File: src/sv/skvt_pkg.sv
package skvt_pkg;

   localparam int DEPTH = 256;
   localparam int IDX_W = $clog2(DEPTH);
   localparam int CNT_W = $clog2(DEPTH + 1);

   localparam logic [1:0] MODE_FIND   = 2'd0;
   localparam logic [1:0] MODE_INSERT = 2'd1;
   localparam logic [1:0] MODE_DELETE = 2'd2;
   localparam logic [1:0] MODE_NONE   = 2'd3;

   localparam logic [1:0] ST_OK       = 2'd0;
   localparam logic [1:0] ST_NOTFOUND = 2'd1;
   localparam logic [1:0] ST_FULL     = 2'd2;
   localparam logic [1:0] ST_EMPTY    = 2'd3;

   typedef struct packed {
      logic [1:0]  mode;
      logic [31:0] key;
      logic [31:0] value;
   } req_type;

   typedef struct packed {
      logic [1:0]  status;
      logic [31:0] data_out;
      logic [8:0]  position;
      logic [8:0]  count_after;
   } rsp_type;

   // controller -> datapath
   typedef struct packed {
      logic           load;      // capture request
      logic           srch_init;
      logic           rd_mid;    // issue read at midpoint
      logic           srch_step; // compare the returned key
      logic           fix_pos;   // settle insertion point
      logic           rd_shift;  // read entry for shifting
      logic           wr_shift;  // write entry read last cycle
      logic           wr_new;    // write the new entry
      logic           rd_val;    // read value at position
      logic           cnt_inc;
      logic           cnt_dec;
      logic           build;     // form the result
      logic [1:0]     status;
      logic           use_data;
   } ctl_type;

   // datapath -> controller
   typedef struct packed {
      logic empty;
      logic full;
      logic srch_done;
      logic hit;
      logic shift_done;  // no more entries to move
   } sts_type;

endpackage

File: src/sv/skvt_ctrl.sv
module skvt_ctrl (
   input  logic               clock,
   input  logic               reset,
   input  logic               req_valid,
   output logic               req_ready,
   output logic               rsp_valid,
   input  logic               rsp_ready,
   input  logic [1:0]         mode,
   input  skvt_pkg::sts_type  sts,
   output skvt_pkg::ctl_type  ctl
);

   localparam logic [3:0] S_IDLE   = 4'd0;
   localparam logic [3:0] S_START  = 4'd1;
   localparam logic [3:0] S_RD     = 4'd2;
   localparam logic [3:0] S_CMP    = 4'd3;
   localparam logic [3:0] S_DECIDE = 4'd4;
   localparam logic [3:0] S_SHRD   = 4'd5;
   localparam logic [3:0] S_SHWR   = 4'd6;
   localparam logic [3:0] S_WRNEW  = 4'd7;
   localparam logic [3:0] S_VRD    = 4'd8;
   localparam logic [3:0] S_VWAIT  = 4'd9;
   localparam logic [3:0] S_OUT    = 4'd10;

   logic [3:0] state_ff, state_in;
   logic [1:0] mode_ff, mode_in;
   logic       rsp_valid_ff, rsp_valid_in;

   assign req_ready = (state_ff == S_IDLE) && (!rsp_valid_ff || rsp_ready);
   assign rsp_valid = rsp_valid_ff;

   always_comb begin
      state_in     = state_ff;
      mode_in      = mode_ff;
      rsp_valid_in = rsp_valid_ff;
      ctl          = '0;
      if (rsp_valid_ff && rsp_ready) rsp_valid_in = 1'b0;
      unique case (state_ff)
         S_IDLE: begin
            if (req_valid && req_ready) begin
               ctl.load = 1'b1;
               mode_in  = mode;
               state_in = S_START;
            end
         end
         S_START: begin
            priority if (mode_ff == skvt_pkg::MODE_FIND && sts.empty) begin
               ctl.status = skvt_pkg::ST_NOTFOUND;
               state_in   = S_OUT;
            end else if (mode_ff == skvt_pkg::MODE_INSERT && sts.full) begin
               ctl.status = skvt_pkg::ST_FULL;
               state_in   = S_OUT;
            end else if (mode_ff == skvt_pkg::MODE_DELETE && sts.empty) begin
               ctl.status = skvt_pkg::ST_EMPTY;
               state_in   = S_OUT;
            end else if (mode_ff == skvt_pkg::MODE_NONE) begin
               state_in = S_OUT;
            end else begin
               ctl.srch_init = 1'b1;
               state_in      = S_RD;
            end
         end
         S_RD: begin
            if (sts.srch_done) begin
               ctl.fix_pos = 1'b1;
               state_in    = S_DECIDE;
            end else begin
               ctl.rd_mid = 1'b1;
               state_in   = S_CMP;
            end
         end
         S_CMP: begin
            ctl.srch_step = 1'b1;
            state_in      = S_RD;
         end
         S_DECIDE: begin
            unique case (mode_ff)
               skvt_pkg::MODE_FIND: begin
                  if (sts.hit) state_in = S_VRD;
                  else begin
                     ctl.status = skvt_pkg::ST_NOTFOUND;
                     state_in   = S_OUT;
                  end
               end
               skvt_pkg::MODE_INSERT: state_in = S_SHRD;
               default: begin
                  if (sts.hit) state_in = S_SHRD;
                  else begin
                     ctl.status = skvt_pkg::ST_NOTFOUND;
                     state_in   = S_OUT;
                  end
               end
            endcase
         end
         S_SHRD: begin
            if (sts.shift_done) begin
               if (mode_ff == skvt_pkg::MODE_INSERT) state_in = S_WRNEW;
               else begin
                  ctl.cnt_dec = 1'b1;
                  state_in    = S_OUT;
               end
            end else begin
               ctl.rd_shift = 1'b1;
               state_in     = S_SHWR;
            end
         end
         S_SHWR: begin
            ctl.wr_shift = 1'b1;
            state_in     = S_SHRD;
         end
         S_WRNEW: begin
            ctl.wr_new  = 1'b1;
            ctl.cnt_inc = 1'b1;
            state_in    = S_OUT;
         end
         S_VRD: begin
            ctl.rd_val = 1'b1;
            state_in   = S_VWAIT;
         end
         S_VWAIT: begin
            ctl.use_data = 1'b1;
            state_in     = S_OUT;
         end
         S_OUT: begin
            if (!rsp_valid_ff || rsp_ready) begin
               ctl.build    = 1'b1;
               rsp_valid_in = 1'b1;
               state_in     = S_IDLE;
            end
         end
         default: state_in = S_IDLE;
      endcase
   end

   always_ff @(posedge clock) begin
      if (reset) begin
         state_ff     <= S_IDLE;
         mode_ff      <= 2'd0;
         rsp_valid_ff <= 1'b0;
      end else begin
         state_ff     <= state_in;
         mode_ff      <= mode_in;
         rsp_valid_ff <= rsp_valid_in;
      end
   end

`ifndef SYNTHESIS
   a_ready_idle: assert property (@(posedge clock) disable iff (reset)
      req_ready |-> state_ff == S_IDLE)
      else $error("ready outside idle");
   a_rsp_from_out: assert property (@(posedge clock) disable iff (reset)
      $rose(rsp_valid_ff) |-> $past(state_ff) == S_OUT)
      else $error("response not from output state");
   a_shift_pair: assert property (@(posedge clock) disable iff (reset)
      ctl.rd_shift |=> ctl.wr_shift)
      else $error("shift read without write");
`endif

endmodule

File: config.mk
export PLATFORM = sky130hd
export DESIGN_NAME = skvt_ctrl
export DESIGN_NICKNAME = d
export VERILOG_FILES = /design/src/sv/skvt_pkg.sv /design/src/sv/skvt_ctrl.sv
export SDC_FILE = /design/constraint.sdc
export NUM_CORES = 1
export LEC_CHECK = 0
export ABC_AREA = 1
export BUFFER_PORTS_ARGS = -buffer_cell sky130_fd_sc_hd__buf_2
export CORE_UTILIZATION = 40
export DETAILED_ROUTE_END_ITERATION = 10
export HOLD_SLACK_MARGIN = 0.15
export PLACE_DENSITY = 0.73
export RECOVER_POWER = 50
export SYNTH_ARGS = -nofsm -noshare
export SYNTH_HDL_FRONTEND = slang
export SYNTH_SLANG_ARGS = --single-unit
File: constraint.sdc
create_clock -name clock -period 1.1 [get_ports clock]
set_input_delay 0.055 -clock clock [delete_from_list [all_inputs] [get_ports clock]]
set_output_delay 0.055 -clock clock [all_outputs]
set_load 0.01 [all_outputs]
==> qor.txt <==
WP data required: 1.04 ns
Cell area power density: 2380 nW/um^2
Max_slew headroom: 0.850
Overall power: 2.43 mW
Fin util: 0.765
Maxcap violations: 0
F_max: 0.753 GHz
CP Class: reg2out
1st-iter DRT viols: 25
Largest net degree at the start of global routing: 6
Status: complete, but fails checks
Hold Path Cell Cnt: 4
First-pass detailed-route iteration total: 4
Worst-path maximum fanout: 4
Total grt overflow: 0
Clk slew on worst S/H paths: 0.06 ns
Vias post-DR: 866
Reg2reg start: state_ff[2]
Vias per inst: 5.15
Period Utilization, post-route: 1.21
Worst Setup Slack, final: -0.228 ns
Worst-Skew Late Latency: 0.25 ns
Failing checks: negative setup slack
Residual DRC: 0
Initial antenna violation count: 0
Nets: 165
Slew Limit Fails: 0
GRT Total Usage: 0.272
# diodes: 0
Post-synthesis sequential area ratio: 0.238
Worst vdd rail ir drop: 1.42 mV
FF-to-FF End: mode_ff[1]
Sink Count: 7
Clk_skew: 0.00649 ns
Library cells used by synthesis: 15
Hold WC Path Type: in2reg
CP startpoint kind: register
CP arrival: 1.27 ns
Vias in the first global route: 752
FP Rows: 13
Worst Reg-to-Reg Cells: 7
Initial Util: 0.441
GPL Wtd Cong: 0.845
Slew @ Worst Pin: 0.225 ns
Post-DP HPWL: 1.29 mm
Hold EP: rsp_valid
Total Routed Length: 2.00 mm
# port buffers: 27
Final-report hold violation count: 0
Post-synthesis cell area: 588 um^2
Yosys reg bits: 7
Ys Warns: 0
Global-route wire length before repair: 2.92 mm
Syn_nets: 120
Layout cell share with drive strength beyond 1: 0.549
Die height: 40.3 um
CP endpoint kind: output pin
R2r setup slk: -0.12 ns
Die Wd: 40.3 um
Mean Syn Cell Area: 5.40 um^2
Final antenna-violating net count: 0
Syn Inst Count: 109
Core Area: 1330 um^2
RSZ-0062 raised after global routing: yes
Root buf cell: clkbuf_4
Die ar.: 1630 um^2
Hold path start: rsp_ready
CTS tree: done
H-tree levels: 1
Leak: 0.608 nW
Num ports: 28
Final min period: 1.33 ns
Deepest clock path buffer count: 2
Finish-stage setup viols: 21
Area grow syn2layout: 73.4%
Total CTS buffers: 3
Drt wl/cell: 11.9 um
==> final cells by class <==
| class | instances | area, um^2 |
|---|---|---|
| clock buffer | 4 | 26.3 |
| fill | 96 | 314 |
| inverter | 27 | 106 |
| multi-input combinational | 74 | 447 |
| sequential | 7 | 155 |
| tap | 15 | 18.8 |
| timing repair buffer | 41 | 267 |
==> routing by layer <==
metal  vias up  track usage  share of wire
met5         -            0              0
met4         0        0.183          0.021
met3         8       0.0500          0.068
met2        43        0.492           0.53
met1       396        0.278           0.38
li1        419            -              -
==> cell usage after synthesis <==
library cell  count  area (um^2)
inv_1            25         93.8
dfxtp_1           7          140
a31oi_1           1         6.26
nand2_1          27          101
nor2_4            1         11.3
o21ai_0           1         5.00
o21ai_1           2         10.0
nand3_1           9         45.0
nor2_1           16         60.1
inv_2             2         7.51
o32ai_1           1         8.76
nor2_2            6         37.5
nand2_2           3         18.8
buf_4             1         7.51
a21oi_1           7         35.0
==> repair_timing <==
| action | 4_1_cts | 5_1_grt |
|---|---|---|
| endpoints found under the hold margin | 7 | 0 |
| gates cloned | 0 | 0 |
| resized for setup | 34 | 14 |
| pin swaps | 9 | 4 |
| setup buffers | 5 | 0 |
| setup endpoints to repair | 21 | 23 |
| hold buffers | 3 | 0 |
==> cell usage in the layout (no fill, tap or decap) <==
master / instances
clkbuf_1: 2
o21ai_2: 1
buf_6: 4
buf_2: 24
inv_4: 2
buf_4: 9
a21oi_2: 3
nor2_1: 11
nand2_1: 18
inv_1: 20
nor2_2: 6
dlygate4sd3_1: 3
nand3_1: 7
o21ai_0: 1
o21ai_1: 1
nand2_4: 3
nand2_2: 9
inv_2: 5
dfxtp_1: 1
a31oi_1: 1
a21oi_1: 4
o32ai_2: 1
nor2_4: 6
dfxtp_2: 3
dfxtp_4: 3
nand3_2: 2
clkbuf_4: 3
==> power breakdown <==
group	internal (mW)	switching, mW
logic	0.702	0.960
registers	0.379	0.147
clock network	0.139	0.101
total	1.22	1.21
==> flip-flops by register name, summed over array words and instances, names as in the netlist <==
signal and count:
state_ff 4, mode_ff 2, rsp_valid 1
==> logic make-up after synthesis <==
family,count (synthesis),share of synthesized area
buf+inv,28,0.185
flops,7,0.238
compound gates,12,0.111
simple gates,62,0.466
==> through the flow <==
stage | setup TNS (ns) | hold WS (ns) | setup slack, ns | instances | area (um^2)
after global routing | -4.06 | 0.153 | -0.275 | 168 | 1020
after CTS | -1.85 | 0.139 | -0.169 | 168 | 973
after detailed placement | -0.264 | 0.267 | -0.0611 | 156 | 782
final | -2.61 | 0.145 | -0.228 | 168 | 1020
after floorplan | 0 | 0.124 | 0.00846 | 109 | 591
after global placement | -0.0931 | 0.264 | -0.0418 | 156 | 782
==> worst max-delay path by stage <==
stage                            from     endpoint  slack (ns)  cells after the start
after global placement    state_ff[1]  state_ff[3]       -0.04                      9
after global routing      state_ff[2]      ctl[14]       -0.28                      6
final                     state_ff[2]      ctl[12]       -0.23                      5
after floorplan           state_ff[2]   mode_ff[0]       0.008                      6
after CTS                 state_ff[3]      ctl[12]       -0.17                      5
after detailed placement  state_ff[1]  state_ff[3]       -0.06                      9
==> worst max-delay path: stages (launching register included) <==
cell,delay (ns)
dfxtp_4,0.37
nor2_4,0.17
buf_4,0.15
nand3_1,0.11
inv_1,0.09
buf_2,0.13
Note: power is estimated with default switching activity, not from simulation.
